--- src/wsd_pkg.sv ---
// ----------------------------------------------------------------------------
// WebSocket deframer package
// Result codes, the result record and reset constants that the parser and
// the top level share.
// ----------------------------------------------------------------------------
`default_nettype none

package wsd_pkg;

  localparam int unsigned LenW = 64;

  localparam logic [LenW-1:0] MaxLenReset = 64'd67108864;

  typedef enum logic [1:0] {
    KindData  = 2'd0,
    KindEmpty = 2'd1,
    KindError = 2'd2
  } kind_e;

  typedef struct packed {
    logic       valid;
    kind_e      kind;
    logic [7:0] data;
    logic [3:0] opcode;
    logic       last;
  } result_t;

endpackage

`default_nettype wire

--- src/wsd_parser.sv ---
// ----------------------------------------------------------------------------
// WebSocket deframer header and payload parser
// Holds the frame parse state, consumes one byte per transfer and forms the
// result that belongs to that byte.
// ----------------------------------------------------------------------------
`default_nettype none

module wsd_parser (
  input  wire logic                      clk_i,
  input  wire logic                      rst_ni,
  input  wire logic                      acc_i,
  input  wire logic [7:0]                byte_i,
  input  wire logic [wsd_pkg::LenW-1:0]  max_len_i,
  output wsd_pkg::result_t               res_o
);

  typedef enum logic [2:0] {
    PhHdr0    = 3'd0,
    PhHdr1    = 3'd1,
    PhExt16   = 3'd2,
    PhExt64   = 3'd3,
    PhMask    = 3'd4,
    PhPayload = 3'd5,
    PhHalt    = 3'd6
  } phase_e;

  localparam logic [6:0] LenCode16 = 7'd126;
  localparam logic [6:0] LenCode64 = 7'd127;
  localparam logic [2:0] Ext16Last = 3'd1;
  localparam logic [2:0] Ext64Last = 3'd7;
  localparam logic [2:0] MaskLast  = 3'd3;

  phase_e                    phase_q, phase_d;
  logic [3:0]                opc_q, opc_d;
  logic                      mask_q, mask_d;
  logic [wsd_pkg::LenW-1:0]  len_q, len_d;
  logic [2:0]                cnt_q, cnt_d;
  logic [31:0]               key_q, key_d;
  logic [1:0]                lane_q, lane_d;
  logic                      len_done;
  logic                      key_done;
  logic                      last;
  logic [7:0]                key_byte;
  wsd_pkg::result_t          res;

  always_comb begin
    phase_d  = phase_q;
    opc_d    = opc_q;
    mask_d   = mask_q;
    len_d    = len_q;
    cnt_d    = cnt_q;
    key_d    = key_q;
    lane_d   = lane_q;
    len_done = 1'b0;
    key_done = 1'b0;
    last     = (len_q <= 64'd1);
    key_byte = 8'h00;
    res      = '0;
    res.opcode = opc_q;

    case (lane_q)
      2'd0:    key_byte = key_q[31:24];
      2'd1:    key_byte = key_q[23:16];
      2'd2:    key_byte = key_q[15:8];
      default: key_byte = key_q[7:0];
    endcase

    if (acc_i) begin
      unique case (phase_q)
        PhHdr0: begin
          opc_d   = byte_i[3:0];
          phase_d = PhHdr1;
        end
        PhHdr1: begin
          mask_d = byte_i[7];
          key_d  = '0;
          cnt_d  = '0;
          len_d  = {{(wsd_pkg::LenW-7){1'b0}}, byte_i[6:0]};
          if (byte_i[6:0] == LenCode16) begin
            len_d   = '0;
            phase_d = PhExt16;
          end else if (byte_i[6:0] == LenCode64) begin
            len_d   = '0;
            phase_d = PhExt64;
          end else begin
            len_done = 1'b1;
          end
        end
        PhExt16, PhExt64: begin
          len_d = {len_q[wsd_pkg::LenW-9:0], byte_i};
          if (cnt_q >= ((phase_q == PhExt16) ? Ext16Last : Ext64Last)) begin
            cnt_d    = '0;
            len_done = 1'b1;
          end else begin
            cnt_d = cnt_q + 3'd1;
          end
        end
        PhMask: begin
          key_d = {key_q[23:0], byte_i};
          if (cnt_q >= MaskLast) begin
            cnt_d    = '0;
            key_done = 1'b1;
          end else begin
            cnt_d = cnt_q + 3'd1;
          end
        end
        PhPayload: begin
          lane_d = lane_q + 2'd1;
          if (len_q != '0) begin
            len_d = len_q - 64'd1;
          end
          if (last) begin
            phase_d = PhHdr0;
          end
          res.valid = 1'b1;
          res.kind  = wsd_pkg::KindData;
          res.data  = byte_i ^ key_byte;
          res.last  = last;
        end
        default: begin
          phase_d = PhHalt;
        end
      endcase

      if (len_done && mask_d) begin
        cnt_d   = '0;
        phase_d = PhMask;
      end else if (len_done || key_done) begin
        if (len_d > max_len_i) begin
          phase_d   = PhHalt;
          res.valid = 1'b1;
          res.kind  = wsd_pkg::KindError;
        end else if (len_d == '0) begin
          phase_d   = PhHdr0;
          res.valid = 1'b1;
          res.kind  = wsd_pkg::KindEmpty;
          res.last  = 1'b1;
        end else begin
          lane_d  = '0;
          phase_d = PhPayload;
        end
      end
    end
  end

  always_ff @(posedge clk_i or negedge rst_ni) begin
    if (!rst_ni) begin
      phase_q <= PhHdr0;
      opc_q   <= '0;
      mask_q  <= 1'b0;
      len_q   <= '0;
      cnt_q   <= '0;
      key_q   <= '0;
      lane_q  <= '0;
    end else begin
      phase_q <= phase_d;
      opc_q   <= opc_d;
      mask_q  <= mask_d;
      len_q   <= len_d;
      cnt_q   <= cnt_d;
      key_q   <= key_d;
      lane_q  <= lane_d;
    end
  end

  assign res_o = res;

  a_halt_sticks: assert property (@(posedge clk_i) disable iff (!rst_ni)
    phase_q == PhHalt |=> phase_q == PhHalt)
    else $error("parser left the halted phase");

  a_payload_nonzero: assert property (@(posedge clk_i) disable iff (!rst_ni)
    phase_q == PhPayload |-> len_q != '0)
    else $error("payload phase with no bytes remaining");

endmodule

`default_nettype wire

--- src/websocket_frame_deframer_core.sv ---
// ----------------------------------------------------------------------------
// WebSocket frame deframer core
// Parses a received WebSocket frame byte stream and emits unmasked payload
// bytes, empty-frame marks and an oversize error.
//
//   Channel   Direction  Handshake                  Payload
//   in        input      in_valid_i / in_stall_o    in_byte_i
//   out       output     out_valid_o / out_stall_i  result_kind_o, data_byte_o,
//                                                    frame_opcode_o, last_of_frame_o
//   cfg       input      cfg_we_i                   cfg_wdata_i (max_payload_len)
//
// One byte is taken per cycle when not stalled; its result appears in the
// output register on the following cycle. The parse logic sits between the byte
// input and that register, so the rate is set by the single output register alone.
// The input is stalled only while a result is held and the output is stalled.
// Reset returns the parser to the first header byte and the limit to 64 MiB.
// ----------------------------------------------------------------------------
`default_nettype none

module websocket_frame_deframer_core (
  input  wire logic        clk_i,
  input  wire logic        rst_ni,
  input  wire logic        cfg_we_i,
  input  wire logic [63:0] cfg_wdata_i,
  input  wire logic        in_valid_i,
  output logic             in_stall_o,
  input  wire logic [7:0]  in_byte_i,
  output logic             out_valid_o,
  input  wire logic        out_stall_i,
  output logic [1:0]       result_kind_o,
  output logic [7:0]       data_byte_o,
  output logic [3:0]       frame_opcode_o,
  output logic             last_of_frame_o
);

  logic [wsd_pkg::LenW-1:0] max_len_q;
  logic                     in_acc;
  wsd_pkg::result_t         res;
  logic                     out_valid_q;
  wsd_pkg::kind_e           kind_q;
  logic [7:0]               data_q;
  logic [3:0]               opc_q;
  logic                     last_q;

  assign in_stall_o = out_valid_q && out_stall_i;
  assign in_acc     = in_valid_i && !in_stall_o;

  always_ff @(posedge clk_i or negedge rst_ni) begin
    if (!rst_ni) begin
      max_len_q <= wsd_pkg::MaxLenReset;
    end else if (cfg_we_i) begin
      max_len_q <= cfg_wdata_i;
    end
  end

  wsd_parser u_parser (
    .clk_i     (clk_i),
    .rst_ni    (rst_ni),
    .acc_i     (in_acc),
    .byte_i    (in_byte_i),
    .max_len_i (max_len_q),
    .res_o     (res)
  );

  always_ff @(posedge clk_i or negedge rst_ni) begin
    if (!rst_ni) begin
      out_valid_q <= 1'b0;
    end else if (in_acc) begin
      out_valid_q <= res.valid;
    end else if (!out_stall_i) begin
      out_valid_q <= 1'b0;
    end
  end

  always_ff @(posedge clk_i) begin
    if (in_acc) begin
      kind_q <= res.kind;
      data_q <= res.data;
      opc_q  <= res.opcode;
      last_q <= res.last;
    end
  end

  assign out_valid_o     = out_valid_q;
  assign result_kind_o   = kind_q;
  assign data_byte_o     = data_q;
  assign frame_opcode_o  = opc_q;
  assign last_of_frame_o = last_q;

  a_error_not_last: assert property (@(posedge clk_i) disable iff (!rst_ni)
    out_valid_o && result_kind_o == wsd_pkg::KindError |-> !last_of_frame_o)
    else $error("error result marked as last of frame");

  a_empty_form: assert property (@(posedge clk_i) disable iff (!rst_ni)
    out_valid_o && result_kind_o == wsd_pkg::KindEmpty
      |-> last_of_frame_o && data_byte_o == 8'h00)
    else $error("empty-frame result malformed");

  a_error_final: assert property (@(posedge clk_i) disable iff (!rst_ni)
    out_valid_o && !out_stall_i && result_kind_o == wsd_pkg::KindError |=> !out_valid_o)
    else $error("result after an error transfer");

endmodule

`default_nettype wire
--- config.mk ---
export PLATFORM = sky130hd
export DESIGN_NAME = websocket_frame_deframer_core
export DESIGN_NICKNAME = d
export VERILOG_FILES = /design/src/wsd_pkg.sv /design/src/wsd_parser.sv /design/src/websocket_frame_deframer_core.sv
export SDC_FILE = /design/constraint.sdc
export NUM_CORES = 1
export LEC_CHECK = 0
export BUFFER_PORTS_ARGS = -buffer_cell sky130_fd_sc_hd__buf_2
export CAP_MARGIN = 15
export CORE_AREA = 2 2 165 199
export CTS_BUF_LIST = sky130_fd_sc_hd__clkbuf_4 sky130_fd_sc_hd__clkbuf_8
export CTS_CLUSTER_DIAMETER = 200
export CTS_CLUSTER_SIZE = 40
export DETAILED_ROUTE_END_ITERATION = 8
export DIE_AREA = 0 0 167 201
export HOLD_SLACK_MARGIN = 0.06
export SETUP_SLACK_MARGIN = 0.05
export SLEW_MARGIN = 30
export SYNTH_ARGS = -nofsm -noshare
export SYNTH_HDL_FRONTEND = slang
export SYNTH_SLANG_ARGS = --single-unit
--- constraint.sdc ---
create_clock -name clk_i -period 6.5 [get_ports clk_i]
set_input_delay 0.65 -clock clk_i [delete_from_list [all_inputs] [get_ports clk_i]]
set_output_delay 0.65 -clock clk_i [all_outputs]
set_load 0.01 [all_outputs]
# Word level (Yosys, flattened, before mapping)
# Cells that the tools add are included.
dict set report word_totals {
  reg_bits 189
  in_bits 77
  output_inout_bits 17
  elab_cells 98
}
dict set report op_classes {
  add_sub_neg 3
  n_lt_le_gt_ge 4
  n_eq_ne 13
  n_mux 47
  n_bitwise 1
  n_reduce_logical 17
}
# operator count
set ops {}
lappend ops {{two-way mux 64 bit} 3}
lappend ops {{one-hot mux 64 bit (3 select lines)} 1}
lappend ops {{> comparator 64 bit} 1}
lappend ops {{<= comparator 64 x 1 -> 1 bit (second input constant)} 1}
lappend ops {{logical NOT 64 bit} 1}
lappend ops {{one-hot mux 32 bit (2 select lines)} 1}
lappend ops {{nonzero test 64 bit} 1}
lappend ops {{subtractor 64 x 1 -> 64 bit (second input constant)} 1}
lappend ops {{two-way mux 3 bit} 15}
lappend ops {{one-hot mux 8 bit (3 select lines)} 1}
lappend ops {{two-way mux 1 bit} 16}
lappend ops {{equality test 7 bit (second input constant)} 2}
lappend ops {{one-hot mux 3 bit (4 select lines)} 1}
lappend ops {{two-way mux 11 bit} 1}
lappend ops {{two-way mux 2 bit} 5}
lappend ops {{one-hot mux 3 bit (3 select lines)} 1}
lappend ops {{XOR 8 bit} 1}
lappend ops {{two-way mux 7 bit} 1}
lappend ops {{equality test 3 x 2 -> 1 bit (second input constant)} 2}
lappend ops {{equality test 3 bit (second input constant)} 2}
lappend ops {{AND reduction 2 bit} 3}
lappend ops {{inequality test 5 x 1 -> 1 bit (second input constant)} 1}
lappend ops {{inequality test 4 x 1 -> 1 bit (second input constant)} 1}
lappend ops {{AND reduction 4 bit} 1}
lappend ops {{19 further kinds} 21}

# Longest topological paths before layout
# Gate-level depths: netlist of the first run.
dict set report logic_depth {
  ltp_word 11
  depth_mapped 23
  mapped_depth_nobuf 21
}

# Modules after synthesis
# A second synthesis of the first run with hierarchy kept.
dict set report unflattened {
  cells_unflattened 1341
  hier_area_um2 12650.9
}
# module n_inst cells_per_inst area_per_inst_um2 seq_area_each_um2
set by_module_without_submodules {}
lappend by_module_without_submodules {wsd_parser 1 1187 9472.8 2727.6}
lappend by_module_without_submodules {websocket_frame_deframer_core 1 154 3178.0 2078.2}

# Least setup slack after synthesis of the first run
# No wires, ideal clock.
dict set report synth_timing {
  kind {flip-flop to flip-flop}
  from {reg u_parser.len_q[42] (netlist name)}
  to {reg u_parser.lane_q[0]}
  setup_time_ns 0.128
  t_arrival_ns 4.884
  required_time_ns 6.372
  setup_slack_ns 1.488
  path_stages_with_launch 24
  n_path_buf 4
  synth_period_minus_slack_ns 5.012
  path_cell_list {dfrtp_1 buf_6 or4_4 or4_4 buf_6 or4_1 buf_2 o31ai_4 buf_4 o41ai_1 a31oi_1 inv_1 ha_1 a21o_1 a21o_1 a211o_1 o211ai_1 a21oi_1 o21ai_0 nand4_1 a21oi_1 nand2_1 a21oi_2 o21ai_0}
}
dict set report synth_between {
  elab_chain_len 9
  word_cells_on_any_way 11
  cone_classes {add/sub: 1; order compare: 1; mux: 7; reduce/logical: 2}
}
# item line_no
set synth_rtl {}
lappend synth_rtl {{from (decl)} wsd_parser.sv:36} ;# logic [wsd_pkg::LenW-1:0] len_q, len_d;
lappend synth_rtl {{from (signal assigned)} wsd_parser.sv:159} ;# len_q <= len_d;
lappend synth_rtl {{subtractor 64 x 1 -> 64 bit / nonzero test 64 bit (equally long branches)} {wsd_parser.sv:110, wsd_parser.sv:109}}
lappend synth_rtl {{two-way mux 64 bit} wsd_parser.sv:109} ;# if (len_q != '0) begin
lappend synth_rtl {{one-hot mux 64 bit (3 select lines) *} wsd_parser.sv:69} ;# unique case (phase_q)
lappend synth_rtl {{two-way mux 64 bit *} wsd_parser.sv:68} ;# if (acc_i) begin
lappend synth_rtl {{parallel branches: the longest is 2 deep, another holds > comparator 64 bit} n/a}
lappend synth_rtl {{two-way mux 2 bit *} wsd_parser.sv:129} ;# if (len_d > max_len_i) begin
lappend synth_rtl {{two-way mux 2 bit *} wsd_parser.sv:128} ;# end else if (len_done || key_done) begin
lappend synth_rtl {{two-way mux 2 bit *} wsd_parser.sv:125} ;# if (len_done && mask_d) begin
lappend synth_rtl {{to (signal assigned)} wsd_parser.sv:162} ;# lane_q <= lane_d;
lappend synth_rtl {{to (decl)} wsd_parser.sv:39} ;# logic [1:0] lane_q, lane_d;
# Mark *: on every way between the ends. The select of a mux whose other input is x is not followed.
# A chain may end at the register's enable or synchronous reset.

# Final worst setup path of the first run
# Ends and elaborated chain as after synthesis.

==> results of run 1 <==
-- sequential cells by signal, indices dropped and copies added, names as in the netlist --
signal            count
data_byte_o           8
frame_opcode_o        4
last_of_frame_o       1
max_len_q            64
out_valid_o           1
result_kind_o         2
u_parser.cnt_q        3
u_parser.key_q       32
u_parser.lane_q       2
u_parser.len_q       64
u_parser.mask_q       1
u_parser.opc_q        4
u_parser.phase_q      3
-- placed cells by master, fill, tap and decap left out, types with 16 or more instances in the layout --
| cell | n |
|---|---|
| inv_1 | 109 |
| dfrtp_1 | 173 |
| o21ai_0 | 169 |
| buf_2 | 91 |
| nor2_1 | 62 |
| a22o_1 | 39 |
| nor3_1 | 48 |
| clkbuf_8 | 19 |
| nand2_1 | 264 |
| a21oi_1 | 38 |
| nor4_1 | 34 |
| a31oi_1 | 18 |
| ha_1 | 75 |
| a21o_1 | 18 |
| nand3_1 | 35 |
| buf_4 | 49 |
| a22oi_1 | 16 |
| nand4_1 | 28 |
-- worst max-delay path: cells and delay by family (launching register included) --
kind / cells / cell delay [ps]
and+or+nand+nor: 9 / 2580
buffers and inverters: 4 / 530
DFF: 1 / 480
adders and majority gates: 1 / 320
AOI/OAI and AO/OA: 7 / 1960
-- per-layer routing --
layer | vias up | wire [um] | track usage
met5 | - | 0 | 0
met4 | 0 | 2610 | 0.158
met3 | 141 | 2570 | 0.0438
met2 | 504 | 19700 | 0.409
met1 | 5689 | 17300 | 0.318
li1 | 5521 | - | -
-- power by group --
part           total (mW)  switching, mW  internal, mW
sequential           1.85          0.391          1.46
clock               0.814          0.487         0.327
combinational        2.22           1.35         0.876
total                4.89           2.23          2.66
-- logic make-up (layout without fill, tap and decap cells) --
family,count (synthesis),count (layout),synth area share
simple gates,582,582,0.228
compound gates,408,408,0.217
buf+inv,211,285,0.0694
flops,189,189,0.384
fa+ha+maj,75,75,0.0749
mux,19,19,0.0166
xor+xnor,15,15,0.0105
-- cell type report --
type,instances,area [um^2]
Inverter,110,413
Clock inverter,14,148
Sequential cell,189,4810
Multi-Input combinational cell,1099,6870
Timing Repair Buffer,143,868
Fill cell,3200,17900
Tap cell,407,509
Clock buffer,18,248
-- per-stage QoR --
| stage | power [mW] | util | setup slack (ps) | instances |
|---|---|---|---|---|
| after floorplan | 3.29 | - | 1490 | 1499 |
| after CTS | 4.87 | 0.436 | 685 | 1980 |
| after detailed placement | 4.04 | 0.423 | 722 | 1948 |
| final | 4.89 | 0.436 | 529 | 1980 |
| after global placement | 4.02 | 0.423 | 762 | 1948 |
| after global routing | 5.23 | 0.436 | 269 | 1980 |
-- worst min path at each step --
| stage | from | to | slack, ps | depth (start not counted) |
|---|---|---|---|---|
| finish | rst_ni | max_len_q[22] | 210 | 1 |
| global route | rst_ni | out_valid_o | 270 | 1 |
| CTS | rst_ni | max_len_q[29] | 250 | 1 |
| detailed placement | u_parser.opc_q[1] | frame_opcode_o[1] | 440 | 0 |
| global placement | u_parser.opc_q[0] | frame_opcode_o[0] | 430 | 0 |
| floorplan | rst_ni | max_len_q[0] | 350 | 0 |
==> results.tsv, run 1 <==
stage	metric	value	unit
cts	cts_resized	0	
pwr	irDropWorstVdd	0.161	mV
placement	gp_congestion	1.00	
synth	synthTopCellsByArea	dfrtp_1 35%, nand2_1 7.9%, ha_1 7.5%, o21ai_0 6.8%, edfxtp_1 3.6%	
pwr	p_leak	6.55	nW
synth	yosys.cell_count.top_type	nand2_1	
cts	clock_latency	530	ps
worst_setup_path	critPathMaxFanout	11	
die	row_count	72	
routing	drt_pass1_iterations	6	
grt	gr-total-overflow	0	
die	die_h	201	um
sta	slew_viol_final	0	
synth	ys_warn_count	0	
synth	avgSynthCellArea	8.36	um^2
layout	final_area	0.0139	mm^2
job	cap_violations	0	
sta	whs	212	ps
routing	vias_per_cell	5.99	
cts	path_clk_slew	100	ps
synth	synthCells	1499	
cts	clockBufferDepth	2	
die	die-area	0.0336	mm^2
worst_setup_path	reg2reg_depth	21	
worst_setup_path	reg2reg_slack	530	ps
cts	post_cts_buffers	0	
layout	syn_to_final_growth	10.6	%
worst_setup_path	cp-startpoint	u_parser.len_q[42]	
worst_setup_path	critPathCapture	u_parser.lane_q[0]	
outcome	status	finished clean	
sta	relSlewSlack	0.391	
die	core	0.0318	mm^2
grt	grt_max_degree	102	
grt	grt_pass1_wl	66.7	mm
routing	drc	0	
sta	max_freq	0.167	GHz
sta	rsz0062_at_grt	false	
routing	routed_wirelength	42.2	mm
sta	tightest_slew	902	ps
routing	drt_iter0_markers	1276	
worst_setup_path	r2r_start	u_parser.len_q[42]	
layout	drive_gt1_frac	0.151	
grt	antenna_found_initial	0	
pwr	p_per_area	353	mW/mm^2
synth	seq_area_frac_synth	0.384	
placement	place_hpwl	30.5	mm
worst_setup_path	r2r-end	u_parser.lane_q[0]	
die	start_util	0.394	
synth	synth_ff_type	dfrtp_1	
synth	async_flop_share	0.921	
routing	ant_nets	0	
sta	min_period	5970	ps
die	chipWidth	167	um
worst_setup_path	crit_chain	or4_4, or4_4, or4_1, o31ai_4, buf_12, nor4_1, a211oi_1, inv_1, ha_1, nand4_1, nor2_1, inv_1, o22ai_1, o31a_1, nor3_1, buf_4, nand4_1, a21oi_1, nand2_1, a21oi_2, o21ai_0	
sta	finalSetupViolations	0	
worst_setup_path	critPathSlowestCell	or4_1	
grt	grt_pass1_vias	11600	
synth	yosysUniqueCellTypes	89	
worst_setup_path	cp.arrival	6390	ps
synth	synth_top_area_cell	dfrtp_1	
synth	synth.net_count	1651	
layout	nets	1712	
routing	wl_per_cell	21.3	um
cts	numCtsBuffers	17	
cts	root_buffer	clkbuf_8	
worst_setup_path	critPathMaxStageDelay	730	ps
routing	num_vias	11900	
layout	num_antenna_cells	0	
worst_setup_path	worst-setup-path-type	flop to flop	
cts	cts.htree.levels	4	
synth	synth_edf_count	15	
cts	hold_buffers	0	
cts	cts_tree	done	
die	io_pins	94	
synth	synth.top_cell.area_share	0.346	
cts	cts.sink_count	189	
placement	place_area	0.0135	mm^2
worst_hold_path	hold_path_class	primary input to async pin	
sta	finalSetupTns	0	ps
sta	finalHoldViolCount	0	
synth	syn_area	0.0125	mm^2
synth	ys_ff_latch	189	
worst_setup_path	worstPathRequired	6920	ps
worst_setup_path	setup.worst_path.start_class	flop	
placement	io_buffer_count	93	
worst_setup_path	endpoint_kind	flop	
synth	ys_top_cells_by_count	265 x nand2_1, 173 x dfrtp_1, 169 x o21ai_0, 109 x inv_1, 84 x clkbuf_1	
grt	track_usage	0.254	
sta	fin_crit_sh	0.919	
sta	fin_skew	21.8	ps
Note: power is estimated with default switching activity, not from simulation.
==> run 2, diff against run 1 <==
- CTS_CLUSTER_SIZE: 40 -> 10
- REMOVE_ABC_BUFFERS: not set -> 1
==> run 2 against run 1 <==
Count of clock-buffer cells in the layout rose by 3. Maximum frequency decreased by 1.6%. Highest routed layer unchanged. Largest power group unchanged. Combinational power is 4% higher.
==> results.tsv, run 2 (synthesis results as in run 1) <==
stage	metric	value	unit	change
outcome	status	finished clean		
layout	reg.largest.list	max_len_q (64), u_parser.len_q (64), u_parser.key_q (32)		
sta	fin_crit_sh	0.934		+0.0149
cts	hold_buffers	0		unchanged
grt	grt_max_degree	128		+25%
routing	wl_met3	2.96	mm	+15%
cts	cts_tree	done		
sta	finalHoldViolCount	0		unchanged
sta	finalSetupTns	0	ps	unchanged
grt	antenna_found_initial	1		+1
job	cap_violations	0		unchanged
pwr	intPower	2.69	mW	+1.1%
layout	fill_cells	3185		-0.47%
pwr	power_switching	2.23	mW	+0.15%
cts	clock_latency	520	ps	about the same
die	io_pins	94		unchanged
grt	grt_pass1_wl	68.0	mm	+1.9%
pwr	seqPwrFrac	0.372		-0.006
worst_hold_path	hold_path_class	primary input to async pin		
placement	preCtsSetupSlack	588	ps	-134 ps
layout	nets	1722		+0.58%
worst_setup_path	setup.worst_path.start_class	flop		
die	chipWidth	167	um	unchanged
routing	top_layer_used	met4		
routing	ant_nets	0		unchanged
layout	syn_to_final_growth	11.0	%	
routing	routed_wirelength	43.0	mm	+2.0%
layout	drive_gt1_frac	0.156		+0.00537
worst_setup_path	cp.arrival	6470	ps	+80 ps
sta	min_period	6070	ps	+96.7 ps
cts	numCtsBuffers	17		unchanged
routing	drt_iter0_markers	1127		-12%
sta	fin_skew	24.8	ps	+3.00 ps
die	core	0.0318	mm^2	unchanged
pwr	p_leak	6.59	nW	+0.60%
placement	gp_congestion	0.983		-2.0%
placement	place_hpwl	31.8	mm	+4.3%
cts	cts_resized	0		unchanged
grt	grt_pass1_vias	11700		+0.86%
worst_setup_path	critPathMaxFanout	9		-2
pwr	switching_share	0.453		-0.00242
layout	layout_common_cells	264 x nand2_1, 173 x dfrtp_1, 169 x o21ai_0, 109 x inv_1, 91 x buf_2		
cts	root_buffer	clkbuf_8		
sta	tightest_slew	957	ps	+55.2 ps
worst_setup_path	worstPathRequired	6900	ps	-20 ps
routing	wl_per_cell	21.6	um	+1.4%
cts	path_clk_slew	120	ps	+20 ps
worst_setup_path	worst-setup-path-type	flop to flop		
routing	wirelength_met1	17.0	mm	-1.4%
placement	io_buffer_count	93		unchanged
routing	vias_per_cell	5.96		-0.53%
sta	finalSetupViolations	0		unchanged
cts	cts.sink_count	189		unchanged
die	die-area	0.0336	mm^2	unchanged
grt	track_usage	0.260		+0.00599
worst_setup_path	endpoint_kind	flop		
pwr	p_per_area	354	mW/mm^2	+0.33%
die	row_count	72		unchanged
sta	slew_viol_final	0		unchanged
sta	rsz0062_at_grt	false		
grt	gr-total-overflow	0		unchanged
routing	drc	0		unchanged
layout	final_area	0.0139	mm^2	+0.36%
pwr	pwr-share-clk	0.160		-0.007
die	start_util	0.394		unchanged
pwr	irDropWorstVdd	0.196	mV	+22%
sta	fin_ws	432	ps	-96.7 ps
sta	relSlewSlack	0.357		-0.0346
routing	drt_pass1_iterations	5		-1
layout	final_util	0.437		+0.00157
placement	place_area	0.0135	mm^2	+0.49%
cts	cts.htree.levels	4		unchanged
routing	met2_length	20.7	mm	+5.1%
die	die_h	201	um	unchanged
routing	num_vias	11900		+0.025%
layout	layout_commonest_cell	nand2_1		
cts	post_cts_buffers	0		unchanged
sta	max_freq	0.165	GHz	-1.6%
cts	clockBufferDepth	2		unchanged
pwr	combPwrFrac	0.468		+0.013
run 2: cell count changes in the layout (fill, tap and decap cells not counted), sizes merged:
cell	before	now
inv	118	115
buf	142	152
diode	0	1
clkbuf	19	22
run 2: worst paths after layout:
path                                          from                  to  slack, ps  cells past startpoint
worst max-delay path            u_parser.len_q[42]  u_parser.lane_q[0]        430                     21
worst min-delay path                        rst_ni   u_parser.len_q[8]        240                      1
worst max register to register  u_parser.len_q[42]  u_parser.lane_q[0]        430                     21
worst min register to register   u_parser.opc_q[0]   frame_opcode_o[0]        450                      0
max in group asynchronous                   rst_ni  u_parser.len_q[51]       5070                      2
min in group clk_i                 cfg_wdata_i[47]       max_len_q[47]        320                      3
run 2: through the flow:
| stage | total power [mW] | instances | hold slack [ps] |
|---|---|---|---|
| floorplan | 3.23 | 1398 | 354 |
| global placement | 4.08 | 1958 | 431 |
| detailed placement | 4.10 | 1958 | 434 |
| CTS | 4.91 | 1990 | 251 |
| global route | 5.26 | 1990 | 272 |
| finish | 4.92 | 1991 | 235 |
run 2: metal layers:
metal  GRT usage  vias to the layer above
li1            -                     5559
met1       0.317                     5660
met2       0.431                      519
met3      0.0532                      120
met4       0.141                        0
met5           0                        -
run 2: power groups by stage:
stage          sequential, mW  combinational (mW)  clock [mW]
2_1_floorplan            1.72                1.51           0
3_3_place_gp             1.83                2.25           0
3_5_place_dp             1.84                2.26           0
4_1_cts                  1.82                2.27       0.827
5_1_grt                  1.87                2.53       0.859
6_report                 1.83                2.30       0.790
run 2: worst max-delay path: stages, from the launching register on:
cell	delay, ps
dfrtp_1	490
or4_4	570
or4_4	560
or4_1	710
o31ai_4	480
buf_4	280
buf_4	150
nor2_1	50
a221oi_2	270
inv_1	80
ha_1	290
nor2b_1	130
o21ai_0	150
nand2b_1	70
a31oi_1	410
o21ai_0	170
o21ai_0	230
nand4_1	190
a21oi_1	280
nand2_1	100
a21oi_2	170
o21ai_0	120
run 2: layout make-up:
| type | count | area (um^2) | share of cell area |
|---|---|---|---|
| Multi-Input combinational cell | 1099 | 6870 | 0.494 |
| Timing Repair Buffer | 153 | 935 | 0.0672 |
| Tap cell | 407 | 509 | 0.0366 |
| Sequential cell | 189 | 4810 | 0.346 |
| Clock inverter | 11 | 106 | 0.00765 |
| Clock buffer | 21 | 270 | 0.0194 |
| Inverter | 110 | 413 | 0.0297 |
| Antenna cell | 1 | 2.50 | 0.000180 |
